**config.mk**
```make
export PLATFORM = sky130hd
export DESIGN_NAME = mp3_frame_sync_header_parser_top
export DESIGN_NICKNAME = d
export VERILOG_FILES = /design/src/design/mp3fs_pkg.sv /design/src/design/mp3_frame_sync_header_parser_top.sv /design/src/design/mp3fs_front.sv /design/src/design/mp3fs_queue.sv /design/src/design/mp3fs_back.sv
export SDC_FILE = /design/constraint.sdc
export NUM_CORES = 1
export LEC_CHECK = 0
export ABC_CLOCK_PERIOD_IN_PS = 7430
export BUFFER_PORTS_ARGS = -buffer_cell sky130_fd_sc_hd__clkbuf_2
export CAP_MARGIN = 10
export CORE_MARGIN = 3
export CORE_UTILIZATION = 30
export DETAILED_ROUTE_END_ITERATION = 7
export SLEW_MARGIN = 20
export SYNTH_ARGS = -nofsm -noshare
export SYNTH_HDL_FRONTEND = slang
export SYNTH_SLANG_ARGS = --single-unit
```
**constraint.sdc**
```tcl
create_clock -name aclk -period 7.43 [get_ports aclk]
set_input_delay 0 -clock aclk [delete_from_list [all_inputs] [get_ports aclk]]
set_output_delay 0 -clock aclk [all_outputs]
set_load 0.02 [all_outputs]
```
**src/design/mp3fs_pkg.sv**
```systemverilog
// ----------------------------------------------------------------------------
// MP3 frame sync package
// Shared header record and the bitrate and sample-rate tables.
// ----------------------------------------------------------------------------
`default_nettype none

package mp3fs_pkg;

    localparam int QUEUE_DEPTH = 2;
    localparam int QPTR_BITS   = 1;
    localparam int QCNT_BITS   = 2;

    localparam logic [1:0] VER_MPEG1 = 2'd3;

    localparam logic [17:0] COEF_V1 = 18'd144000;
    localparam logic [17:0] COEF_V2 = 18'd72000;

    localparam int NUM_BITS = 26;
    localparam int QUO_BITS = 11;
    localparam int CNT_BITS = 4;

    typedef struct packed {
        logic [15:0] pos;
        logic [7:0]  b3;
        logic [7:0]  b2;
        logic [7:0]  b1;
    } hdr_t;

    function automatic logic [8:0] kbps_lookup(input logic [1:0] ver, input logic [3:0] bri);
        logic [8:0] v;
        if (ver == VER_MPEG1) begin
            unique case (bri)
                4'd1:    v = 9'd32;
                4'd2:    v = 9'd40;
                4'd3:    v = 9'd48;
                4'd4:    v = 9'd56;
                4'd5:    v = 9'd64;
                4'd6:    v = 9'd80;
                4'd7:    v = 9'd96;
                4'd8:    v = 9'd112;
                4'd9:    v = 9'd128;
                4'd10:   v = 9'd160;
                4'd11:   v = 9'd192;
                4'd12:   v = 9'd224;
                4'd13:   v = 9'd256;
                4'd14:   v = 9'd320;
                default: v = 9'd0;
            endcase
        end else begin
            unique case (bri)
                4'd1:    v = 9'd8;
                4'd2:    v = 9'd16;
                4'd3:    v = 9'd24;
                4'd4:    v = 9'd32;
                4'd5:    v = 9'd40;
                4'd6:    v = 9'd48;
                4'd7:    v = 9'd56;
                4'd8:    v = 9'd64;
                4'd9:    v = 9'd80;
                4'd10:   v = 9'd96;
                4'd11:   v = 9'd112;
                4'd12:   v = 9'd128;
                4'd13:   v = 9'd144;
                4'd14:   v = 9'd160;
                default: v = 9'd0;
            endcase
        end
        return v;
    endfunction

    function automatic logic [15:0] hz_lookup(input logic [1:0] ver, input logic [1:0] sri);
        logic [15:0] v;
        unique case ({ver, sri})
            4'b0000: v = 16'd11025;
            4'b0001: v = 16'd12000;
            4'b0010: v = 16'd8000;
            4'b1000: v = 16'd22050;
            4'b1001: v = 16'd24000;
            4'b1010: v = 16'd16000;
            4'b1100: v = 16'd44100;
            4'b1101: v = 16'd48000;
            4'b1110: v = 16'd32000;
            default: v = 16'd0;
        endcase
        return v;
    endfunction

endpackage

`default_nettype wire

```
**src/design/mp3_frame_sync_header_parser_top.sv**
```systemverilog
// ----------------------------------------------------------------------------
// MP3 frame sync header parser
// Searches a byte stream for the first Layer III header after a start.
// ----------------------------------------------------------------------------
// Takes one byte per cycle. The front end tests each four-byte window and,
// for the first valid header after a start, queues it in a two-entry header
// queue; it stalls only while that queue is full. The decoder works through
// each header in order (table lookup, one multiply, eleven divide steps of its
// bit-serial frame-length divider, output load), then holds the result in an
// output register until taken; it pops the next header only after that load.
`default_nettype none

module mp3_frame_sync_header_parser_top #(
    parameter int POSITION_BITS = 16
) (
    input  wire         aclk,
    input  wire         aresetn,
    input  wire         s_axis_tvalid,
    output logic        s_axis_tready,
    input  wire  [23:0] s_axis_tdata,   // data_byte[7:0], start_position[23:8]
    input  wire         s_axis_tuser,   // start_flag
    input  wire         s_axis_tlast,   // last_flag
    output logic        m_axis_tvalid,
    input  wire         m_axis_tready,
    // sync_position[15:0], version_code[17:16], has_crc[18], bitrate_kbps[27:19],
    // sample_rate_hz[43:28], padding[44], channel_mode[46:45],
    // mode_extension[48:47], frame_bytes[59:49], zero[63:60]
    output logic [63:0] m_axis_tdata,
    output logic        m_axis_tuser    // supported
);
    import mp3fs_pkg::*;

    logic push_valid, push_ready, pop_valid, pop_ready;
    hdr_t push_data, pop_data;

    mp3fs_front #(
        .POSITION_BITS (POSITION_BITS)
    ) u_front (
        .aclk           (aclk),
        .aresetn        (aresetn),
        .in_valid       (s_axis_tvalid),
        .in_ready       (s_axis_tready),
        .data_byte      (s_axis_tdata[7:0]),
        .start_flag     (s_axis_tuser),
        .start_position (s_axis_tdata[23:8]),
        .last_flag      (s_axis_tlast),
        .push_valid     (push_valid),
        .push_ready     (push_ready),
        .push_data      (push_data)
    );

    mp3fs_queue u_queue (
        .aclk       (aclk),
        .aresetn    (aresetn),
        .push_valid (push_valid),
        .push_ready (push_ready),
        .push_data  (push_data),
        .pop_valid  (pop_valid),
        .pop_ready  (pop_ready),
        .pop_data   (pop_data)
    );

    mp3fs_back u_back (
        .aclk          (aclk),
        .aresetn       (aresetn),
        .pop_valid     (pop_valid),
        .pop_ready     (pop_ready),
        .pop_data      (pop_data),
        .m_axis_tvalid (m_axis_tvalid),
        .m_axis_tready (m_axis_tready),
        .m_axis_tdata  (m_axis_tdata),
        .m_axis_tuser  (m_axis_tuser)
    );

endmodule

`default_nettype wire

```
**src/design/mp3fs_front.sv**
```systemverilog
// ----------------------------------------------------------------------------
// MP3 frame sync front end
// Keeps the four-byte window and position, flags the first valid header.
// ----------------------------------------------------------------------------
`default_nettype none

module mp3fs_front #(
    parameter int POSITION_BITS = 16
) (
    input  wire                   aclk,
    input  wire                   aresetn,
    input  wire                   in_valid,
    output logic                  in_ready,
    input  wire  [7:0]            data_byte,
    input  wire                   start_flag,
    input  wire  [15:0]           start_position,
    input  wire                   last_flag,
    output logic                  push_valid,
    input  wire                   push_ready,
    output mp3fs_pkg::hdr_t       push_data
);
    import mp3fs_pkg::*;

    localparam int ExtBits = (POSITION_BITS > 16) ? POSITION_BITS : 16;

    logic [7:0]               win_reg [3];
    logic [7:0]               win_next [3];
    logic [1:0]               fill_reg, fill_next, fill_eff;
    logic                     armed_reg, armed_next, armed_eff;
    logic [POSITION_BITS-1:0] pos_reg, pos_next, pos_eff, sync_p;
    logic [ExtBits-1:0]       start_ext, sync_ext;
    logic                     fire, hit, hdr_ok;

    assign fire      = in_valid & push_ready;
    assign in_ready  = push_ready;
    assign start_ext = ExtBits'(start_position);
    assign fill_eff  = start_flag ? 2'd0 : fill_reg;
    assign armed_eff = start_flag | armed_reg;
    assign pos_eff   = start_flag ? start_ext[POSITION_BITS-1:0] : pos_reg;
    assign sync_p    = pos_eff - POSITION_BITS'(3);
    assign sync_ext  = ExtBits'(sync_p);

    assign hdr_ok = (win_reg[0] == 8'hFF) && (win_reg[1][7:5] == 3'b111)
                 && (win_reg[1][4:3] != 2'b01) && (win_reg[1][2:1] == 2'b01)
                 && (win_reg[2][7:4] != 4'hF) && (win_reg[2][3:2] != 2'b11);

    assign hit        = armed_eff && (fill_eff == 2'd3) && hdr_ok;
    assign push_valid = fire & hit;
    assign push_data  = '{pos: sync_ext[15:0], b3: data_byte, b2: win_reg[2], b1: win_reg[1]};

    always_comb begin
        win_next   = win_reg;
        fill_next  = fill_reg;
        armed_next = armed_reg;
        pos_next   = pos_reg;
        if (fire) begin
            if (fill_eff == 2'd3) begin
                win_next[0] = win_reg[1];
                win_next[1] = win_reg[2];
                win_next[2] = data_byte;
                fill_next   = 2'd3;
            end else begin
                unique case (fill_eff)
                    2'd0:    win_next[0] = data_byte;
                    2'd1:    win_next[1] = data_byte;
                    default: win_next[2] = data_byte;
                endcase
                fill_next = fill_eff + 2'd1;
            end
            armed_next = armed_eff & ~hit;
            pos_next   = (pos_eff != '1) ? pos_eff + POSITION_BITS'(1) : pos_eff;
            if (last_flag) begin
                fill_next = 2'd0;
            end
        end
    end

    always_ff @(posedge aclk) begin
        win_reg <= win_next;
        if (!aresetn) begin
            fill_reg  <= 2'd0;
            armed_reg <= 1'b0;
            pos_reg   <= '0;
        end else begin
            fill_reg  <= fill_next;
            armed_reg <= armed_next;
            pos_reg   <= pos_next;
        end
    end

endmodule

`default_nettype wire

```
**src/design/mp3fs_queue.sv**
```systemverilog
// ----------------------------------------------------------------------------
// MP3 frame sync header queue
// Short FIFO of found headers between front end and decoder.
// ----------------------------------------------------------------------------
`default_nettype none

module mp3fs_queue (
    input  wire                   aclk,
    input  wire                   aresetn,
    input  wire                   push_valid,
    output logic                  push_ready,
    input  mp3fs_pkg::hdr_t       push_data,
    output logic                  pop_valid,
    input  wire                   pop_ready,
    output mp3fs_pkg::hdr_t       pop_data
);
    import mp3fs_pkg::*;

    hdr_t                 mem_reg [QUEUE_DEPTH];
    logic [QPTR_BITS-1:0] wr_ptr_reg, rd_ptr_reg;
    logic [QCNT_BITS-1:0] cnt_reg, cnt_next;
    logic                 do_push, do_pop;

    assign push_ready = (cnt_reg != QCNT_BITS'(QUEUE_DEPTH));
    assign pop_valid  = (cnt_reg != '0);
    assign pop_data   = mem_reg[rd_ptr_reg];
    assign do_push    = push_valid & push_ready;
    assign do_pop     = pop_valid & pop_ready;

    always_comb begin
        cnt_next = cnt_reg;
        if (do_push && !do_pop) begin
            cnt_next = cnt_reg + 1'b1;
        end else if (do_pop && !do_push) begin
            cnt_next = cnt_reg - 1'b1;
        end
    end

    always_ff @(posedge aclk) begin
        if (do_push) begin
            mem_reg[wr_ptr_reg] <= push_data;
        end
        if (!aresetn) begin
            wr_ptr_reg <= '0;
            rd_ptr_reg <= '0;
            cnt_reg    <= '0;
        end else begin
            cnt_reg <= cnt_next;
            if (do_push) begin
                wr_ptr_reg <= wr_ptr_reg + 1'b1;
            end
            if (do_pop) begin
                rd_ptr_reg <= rd_ptr_reg + 1'b1;
            end
        end
    end

endmodule

`default_nettype wire

```
**src/design/mp3fs_back.sv**
```systemverilog
// ----------------------------------------------------------------------------
// MP3 frame sync decoder
// Decodes a header and works out the frame length with a serial divider.
// ----------------------------------------------------------------------------
`default_nettype none

module mp3fs_back (
    input  wire                   aclk,
    input  wire                   aresetn,
    input  wire                   pop_valid,
    output logic                  pop_ready,
    input  mp3fs_pkg::hdr_t       pop_data,
    output logic                  m_axis_tvalid,
    input  wire                   m_axis_tready,
    output logic [63:0]           m_axis_tdata,
    output logic                  m_axis_tuser
);
    import mp3fs_pkg::*;

    typedef enum logic [3:0] {
        ST_IDLE = 4'b0001,
        ST_MUL  = 4'b0010,
        ST_DIV  = 4'b0100,
        ST_OUT  = 4'b1000
    } state_t;

    state_t              state_reg, state_next;
    logic [15:0]         pos_reg;
    logic [1:0]          ver_reg, cm_reg, me_reg;
    logic                crc_reg, pad_reg;
    logic [8:0]          kbps_reg;
    logic [15:0]         hz_reg;
    logic [NUM_BITS-1:0] rem_reg, dsh_reg;
    logic [QUO_BITS-1:0] quo_reg;
    logic [CNT_BITS-1:0] cnt_reg;
    logic [63:0]         data_reg;
    logic                user_reg, valid_reg;
    logic [17:0]         coef;
    logic [26:0]         prod;
    logic                ge, load_out;
    logic [10:0]         frame;

    assign pop_ready     = (state_reg == ST_IDLE);
    assign coef          = (ver_reg == VER_MPEG1) ? COEF_V1 : COEF_V2;
    assign prod          = 27'(kbps_reg) * 27'(coef);
    assign ge            = (rem_reg >= dsh_reg);
    assign load_out      = (state_reg == ST_OUT) && (!valid_reg || m_axis_tready);
    assign frame         = (kbps_reg == 9'd0) ? 11'd0 : quo_reg + 11'(pad_reg);
    assign m_axis_tvalid = valid_reg;
    assign m_axis_tdata  = data_reg;
    assign m_axis_tuser  = user_reg;

    always_comb begin
        state_next = state_reg;
        unique case (state_reg)
            ST_IDLE: if (pop_valid) state_next = ST_MUL;
            ST_MUL:  state_next = ST_DIV;
            ST_DIV:  if (cnt_reg == '0) state_next = ST_OUT;
            ST_OUT:  if (load_out) state_next = ST_IDLE;
            default: state_next = ST_IDLE;
        endcase
    end

    always_ff @(posedge aclk) begin
        unique case (state_reg)
            ST_IDLE: begin
                pos_reg  <= pop_data.pos;
                ver_reg  <= pop_data.b1[4:3];
                crc_reg  <= ~pop_data.b1[0];
                pad_reg  <= pop_data.b2[1];
                cm_reg   <= pop_data.b3[7:6];
                me_reg   <= pop_data.b3[5:4];
                kbps_reg <= kbps_lookup(pop_data.b1[4:3], pop_data.b2[7:4]);
                hz_reg   <= hz_lookup(pop_data.b1[4:3], pop_data.b2[3:2]);
            end
            ST_MUL: begin
                rem_reg <= prod[NUM_BITS-1:0];
                dsh_reg <= NUM_BITS'(hz_reg) << (QUO_BITS - 1);
                cnt_reg <= CNT_BITS'(QUO_BITS - 1);
                quo_reg <= '0;
            end
            ST_DIV: begin
                if (ge) begin
                    rem_reg <= rem_reg - dsh_reg;
                end
                quo_reg <= {quo_reg[QUO_BITS-2:0], ge};
                dsh_reg <= dsh_reg >> 1;
                cnt_reg <= cnt_reg - 1'b1;
            end
            default: begin
                if (load_out) begin
                    data_reg <= {4'd0, frame, me_reg, cm_reg, pad_reg, hz_reg,
                                 kbps_reg, crc_reg, ver_reg, pos_reg};
                    user_reg <= (ver_reg == VER_MPEG1);
                end
            end
        endcase
        if (!aresetn) begin
            state_reg <= ST_IDLE;
            valid_reg <= 1'b0;
        end else begin
            state_reg <= state_next;
            if (load_out) begin
                valid_reg <= 1'b1;
            end else if (m_axis_tready) begin
                valid_reg <= 1'b0;
            end
        end
    end

endmodule

`default_nettype wire

```
# Word level (Yosys, flattened, before mapping)
# Memory sizes are Yosys's and may differ from the RTL's. A register that Yosys moved wholly into a read port is not among the register bits.
# Cells that the tools add are included.
# word_totals
mem_count	4
ram_bits	80
romBits	416
in_bits	30
wordCells	131
regBits	229
output_inout_bits	67
# op_classes
reduce_logical	31
add_sub_neg	10
multipliers	1
muxes	28
bitwise	9
n_eq_ne	21
order_cmp	1
# mem_list
memory	depth	width	read_ports	rd_clocked_by_memory_dff	write_ports	line_no	text
(name not given)	16	15	1	1	0	mp3fs_pkg.sv:73	unique case ({ver, sri})
(name not given)	16	6	1	0	0	mp3fs_pkg.sv:32	unique case (bri)
(name not given)	16	5	1	0	0	mp3fs_pkg.sv:50	unique case (bri)
u_queue.mem_reg	2	40	1	1	1	mp3fs_queue.sv:19	hdr_t mem_reg [QUEUE_DEPTH];
# op_table
op	n
one-hot mux 26 bit (2 select lines)	2
two-way mux 16 bit	2
greater-or-equal comparator 26 bit	1
multiplier 9 x 18 -> 26 bit	1
two-way mux 26 bit	1
subtractor 26 bit	1
two-way mux 24 bit	1
two-way mux 8 bit	3
one-hot mux 11 bit (2 select lines)	1
two-way mux 18 bit	1
adder 16 x 1 -> 16 bit (second input constant)	1
!= test 16 bit (second input constant)	1
one-hot mux 4 bit (4 select lines)	1
subtractor 16 x 2 -> 16 bit (second input constant)	1
two-way mux 4 bit	3
!= test 2 x 1 -> 1 bit (second input constant)	6
nonzero test 2 bit	6
adder 11 x 1 -> 11 bit	1
logical AND 1 bit	10
two-way mux 2 bit	5
AND reduction 2 bit	5
zero test 9 bit	1
two-way mux 9 bit	1
equality test 8 bit (second input constant)	1
25 further kinds	44

# Logic depth before layout (Yosys ltp)
# logic_depth
depth_word	13
mapped_depth	20
depth_no_buf	20

# Modules after synthesis
# Synthesis repeated with hierarchy kept, for this count alone.
# hier_totals
hier_cells	1319
area_unflattened_um2	15718.8
# by_module_without_submodules
mod	seq_area_each_um2	area_per_inst_um2	n_inst	cells_each
mp3fs_back	5114.9	9601.7	1	853
mp3fs_queue	2502.4	3115.5	1	148
mp3fs_front	1101.1	3001.6	1	318

# Least setup slack after synthesis
# No wires, ideal clock.
# synth_path
path_kind	reg2reg
start	reg u_back.state_reg[0]
end	reg u_queue.cnt_reg[1]
n_path_buf	0
setup_slack_ns	0.053
stages_incl_launch_ff	7
synth_period_minus_slack_ns	7.377
arrival_ns	7.301
required_time_ns	7.354
path_cell_list	dfxtp_1 -> nor4b_1 -> o21ai_0 -> ha_1 -> xor2_1 -> or3_1 -> a21boi_0
# synth_between
elab_chain_len	5
elab_cells_between_ends	7
classes_between	1 x eq/ne; 1 x mux; 1 x bitwise; 4 x reduce/logical
# synth_lines
element	line_no	text
start: declaration	mp3fs_back.sv:27	state_t state_reg, state_next;
start signal: assignment	mp3fs_back.sv:102	state_reg <= state_next;
equality test 4 x 1 -> 1 bit *	mp3fs_back.sv:43	assign pop_ready = (state_reg == ST_IDLE);
bitwise AND 1 bit *	mp3fs_queue.sv:28	assign do_pop = pop_valid & pop_ready;
zero test 1 bit	mp3fs_queue.sv:32	if (do_push && !do_pop) begin
logical AND 1 bit	mp3fs_queue.sv:32	
two-way mux 2 bit or nonzero test 2 bit (tied branches)	-	
end signal: assignment	mp3fs_queue.sv:48	cnt_reg <= cnt_next;
end: declaration	mp3fs_queue.sv:21	logic [QCNT_BITS-1:0] cnt_reg, cnt_next;
# Mark *: on every way between the ends. The rest lies on a longest branch, timed or not.
# A chain may end at the register's enable or synchronous reset.

# Worst setup path in the final report
# layout_path
start	reg u_back.ver_reg[0]
end	reg u_back.rem_reg[25], data pin
# layout_between
elab_chain_len	4
# layout_lines
element	line_no	text
start: declaration	mp3fs_back.sv:29	logic [1:0] ver_reg, cm_reg, me_reg;
start signal: assignment	mp3fs_back.sv:68	ver_reg <= pop_data.b1[4:3];
equality test 2 bit	mp3fs_back.sv:44	assign coef = (ver_reg == VER_MPEG1) ? COEF_V1 : COEF_V2;
two-way mux 18 bit	mp3fs_back.sv:44	
via u_back.coef[13]	mp3fs_back.sv:38	logic [17:0] coef;
multiplier 9 x 18 -> 26 bit	mp3fs_back.sv:45	assign prod = 27'(kbps_reg) * 27'(coef);
one-hot mux 26 bit (2 select lines)	mp3fs_back.sv:65	unique case (state_reg)
end signal: assignment	mp3fs_back.sv:77	rem_reg <= prod[NUM_BITS-1:0];
end signal: assignment	mp3fs_back.sv:84	rem_reg <= rem_reg - dsh_reg;
end: declaration	mp3fs_back.sv:33	logic [NUM_BITS-1:0] rem_reg, dsh_reg;
# The timed path passes the listed nets, and every way through them passes these cells.

==> run_results.csv <==
group,metric,value,unit
status,outcome,"finished, final reports clean",
logic_synthesis,synth_area,14600,um^2
logic_synthesis,yosys_register_bits,280,
clocking,cts_max_path_buffers,3,
clocking,cts.sinks,280,
clocking,cts.clk_slew.worst_paths,0.06,ns
worst_hold_path,min_from,"s_axis_tdata[10]",
layout,fin_cells,2023,
logic_synthesis,async_flop_share,0,
layout,largest_register_ffs,60,
worst_setup_path,crit_type,"register to register",
die,core-area,47900,um^2
logic_synthesis,ys.flop_type,"edfxtp_1",
timing,setup_tns,0,ns
layout,area_delta_synth_final,16.2,%
timing,setup_viol,0,
global_route,gr-total-overflow,0,
logic_synthesis,synth_fa_ha_area_frac,0.0973,
drt,vias,9670,
timing,slew_headroom,0.332,
worst_hold_path,hold_depth,4,
placement,place_inst,1941,
worst_setup_path,reg2reg_from,"u_back.ver_reg[0]$_DFFE_PP_",
layout,nNetsFinal,1514,
die,die_area,51500,um^2
power,power.density,407,nW/um^2
clocking,cts_buffers,35,
logic_synthesis,synth_top_area_frac,0.515,
placement,io_buffers,88,
logic_synthesis,synth_area_leader_cell,"edfxtp_1",
die,rows,80,
logic_synthesis,ys_warn_count,0,
clocking,insertion_delay,0.54,ns
logic_synthesis,yosysMostFrequentCell,"edfxtp_1",
logic_synthesis,yosys.area_share.simple,0.129,
logic_synthesis,avgSynthCellArea,11.6,um^2
clocking,post-cts-setup-buffers,0,
global_route,grt_max_degree,81,
logic_synthesis,synth_mux_area_frac,0.0425,
logic_synthesis,syn_inst,1261,
worst_hold_path,whs_endpoint,"u_queue.mem_reg[0][28]$_DFFE_PP_",
die,die_h,227,um
drt,drt_iter0_drc,452,
logic_synthesis,synth_xor_area_frac,0.0395,
die,fp.dieW,227,um
worst_setup_path,r2r_end,"u_back.rem_reg[25]$_DFFE_PP_",
drt,drc_errors,0,
logic_synthesis,synth-compound-area-share,0.0991,
logic_synthesis,synth_cell_types,72,
flow_run,max_cap_viol_count,0,
clocking,cts_tree,"done",
clocking,holdBufCountCts,18,
power,p_leak,6.61,nW
power,ir_drop,281,uV
timing,finalCritPeriodShare,0.660,
timing,max_clock_freq,0.204,GHz
worst_setup_path,startpoint_type,"register",
logic_synthesis,yosysSeqAreaShare,0.555,
logic_synthesis,synth_top_family_by_area,"simple AND/OR/NAND/NOR gates",
timing,finalClockSkew,0.0147,ns
global_route,grt_use_total,0.122,
placement,gp_congestion,0.859,
worst_setup_path,crit_required,7.68,ns
global_route,grt_pass1_vias,9498,
worst_setup_path,path_max_fanout,10,
timing,hold_viol,0,
logic_synthesis,synth_area_leaders,"edfxtp_1 52%, ha_1 7.3%, dfxtp_1 4.0%",
drt,wl_per_cell,15.5,um
die,ios,97,
worst_setup_path,ff2ff_path_depth,16,
drt,vias_per_cell,4.78,
global_route,antenna_found_initial,0,
timing,period_needed,4.91,ns
clocking,root_buffer,"clkbuf_16",
drt,first_pass_iters,5,
timing,rsz0062_at_grt,"no",
layout,layout-drive-gt1-share,0.136,
logic_synthesis,ys_top_cells_by_count,"251 x edfxtp_1, 130 x nand2_1, 94 x nor2_1, 85 x ha_1, 80 x inv_1",
drt,ant_nets,0,
timing,finalMaxSlewViolations,0,
worst_setup_path,rrSetupSlack,2.52,ns
drt,routed_wirelength,31300,um
clocking,cts_resized,0,
worst_setup_path,crit_arrival,5.16,ns
timing,tightest_slew,0.999,ns
die,initial_utilization,0.305,
placement,hpwl,22100,um
worst_hold_path,hold_class,"primary input to register",
clocking,htreeDepth,2,
worst_setup_path,worst_setup_path_end_kind,"register",
logic_synthesis,synth_edf_count,251,
global_route,grt_pass1_wl,49900,um
## worst max-delay path, stage by stage (launching register included)
cell,delay (ns)
edfxtp_1,0.43
nand2_1,0.26
inv_1,0.14
nand2_1,0.18
nand2_1,0.08
ha_1,0.30
fa_1,0.52
fa_1,0.50
ha_1,0.31
ha_1,0.35
nor2b_1,0.16
o31ai_1,0.58
o21ai_0,0.22
a221oi_1,0.33
xnor2_1,0.12
nand2_1,0.08
o31ai_1,0.08
## worst max-delay path by stage
| stage | slack, ns | startpoint | to |
|---|---|---|---|
| final | 2.52 | u_back.ver_reg[0]$_DFFE_PP_ | u_back.rem_reg[25]$_DFFE_PP_ |
| after global routing | 2.15 | u_back.ver_reg[0]$_DFFE_PP_ | u_back.rem_reg[25]$_DFFE_PP_ |
| after CTS | 2.51 | u_back.ver_reg[0]$_DFFE_PP_ | u_back.rem_reg[25]$_DFFE_PP_ |
| after detailed placement | 2.52 | u_back.ver_reg[0]$_DFFE_PP_ | u_back.rem_reg[25]$_DFFE_PP_ |
| after global placement | 2.61 | u_back.ver_reg[0]$_DFFE_PP_ | u_back.rem_reg[25]$_DFFE_PP_ |
| after floorplan | 0.05 | u_back.state_reg[0]$_SDFFE_PN1P_ | u_queue.cnt_reg[1]$_SDFFE_PN0P_ |
## placed cells by master, fill, tap and decap left out, types with 11 or more instances in the layout
cell	Yosys	routed
nor2b_1	12	11
edfxtp_1	251	251
mux2_2	27	27
xnor2_1	36	36
and2_1	25	25
nand2_1	130	130
o21ai_0	78	78
nor3_1	20	18
and3_1	16	16
dlygate4sd3_1	0	18
clkinv_1	1	14
clkbuf_16	0	35
a31oi_1	11	11
nand2b_1	21	21
dfxtp_1	29	29
conb_1	2	18
nand4_1	12	12
a21oi_1	67	66
mux2i_1	28	28
fa_1	18	18
xor2_1	30	30
nor2_1	94	93
inv_1	80	80
o21a_1	13	13
ha_1	85	85
nand3_1	25	25
clkbuf_2	0	88
## area by class of cell
class,count,area [um^2]
flip-flops and latches,280,8120
repair buffers,114,681
clock buffers,40,895
clock inverters,23,150
multi-input cells,869,6080
inverters,81,304
fillers,4708,30900
well taps,615,769
diodes,1,2.50
## where the power goes
part | total (W) | switching (W) | internal [W] | leakage (nW)
clock | 0.00156 | 0.000656 | 0.000904 | 0.515
sequential | 0.00229 | 0.000149 | 0.00214 | 2.54
combinational | 0.00306 | 0.00177 | 0.00130 | 3.55
total | 0.00692 | 0.00257 | 0.00434 | 6.61
## logic make-up (layout without fill, tap and decap cells)
group / after synthesis / after routing
flip-flops: 280 / 280
AND/OR/NAND/NOR: 390 / 390
XOR/XNOR: 66 / 66
AO/OA/AOI/OAI: 235 / 235
multiplexers: 57 / 57
adder cells (fa/ha/maj): 103 / 103
other: 2 / 19
buffers and inverters: 128 / 258
## through the flow
step                hold WS, ns  total power (W)  cell area (um^2)   util  setup WS [ns]
global placement          0.199          0.00534             15800  0.329           2.61
detailed placement        0.199          0.00537             15800  0.329           2.52
CTS                      0.0179          0.00702             17000  0.354           2.51
floorplan                0.0989          0.00465             14700      -         0.0535
global route             0.0492          0.00751             17000  0.355           2.15
finish                   0.0561          0.00692             17000  0.355           2.52
## layer usage
metal  wire, um  vias up  track usage  part of all wire
met2      14800      200        0.197              0.47
li1           -     4770            -                 -
met4        738        0       0.0430             0.024
met5          0        -            0                 0
met3       1580       44       0.0273             0.051
met1      14200     4656        0.161              0.45
No activity file was read; power rests on OpenSTA's default activity.
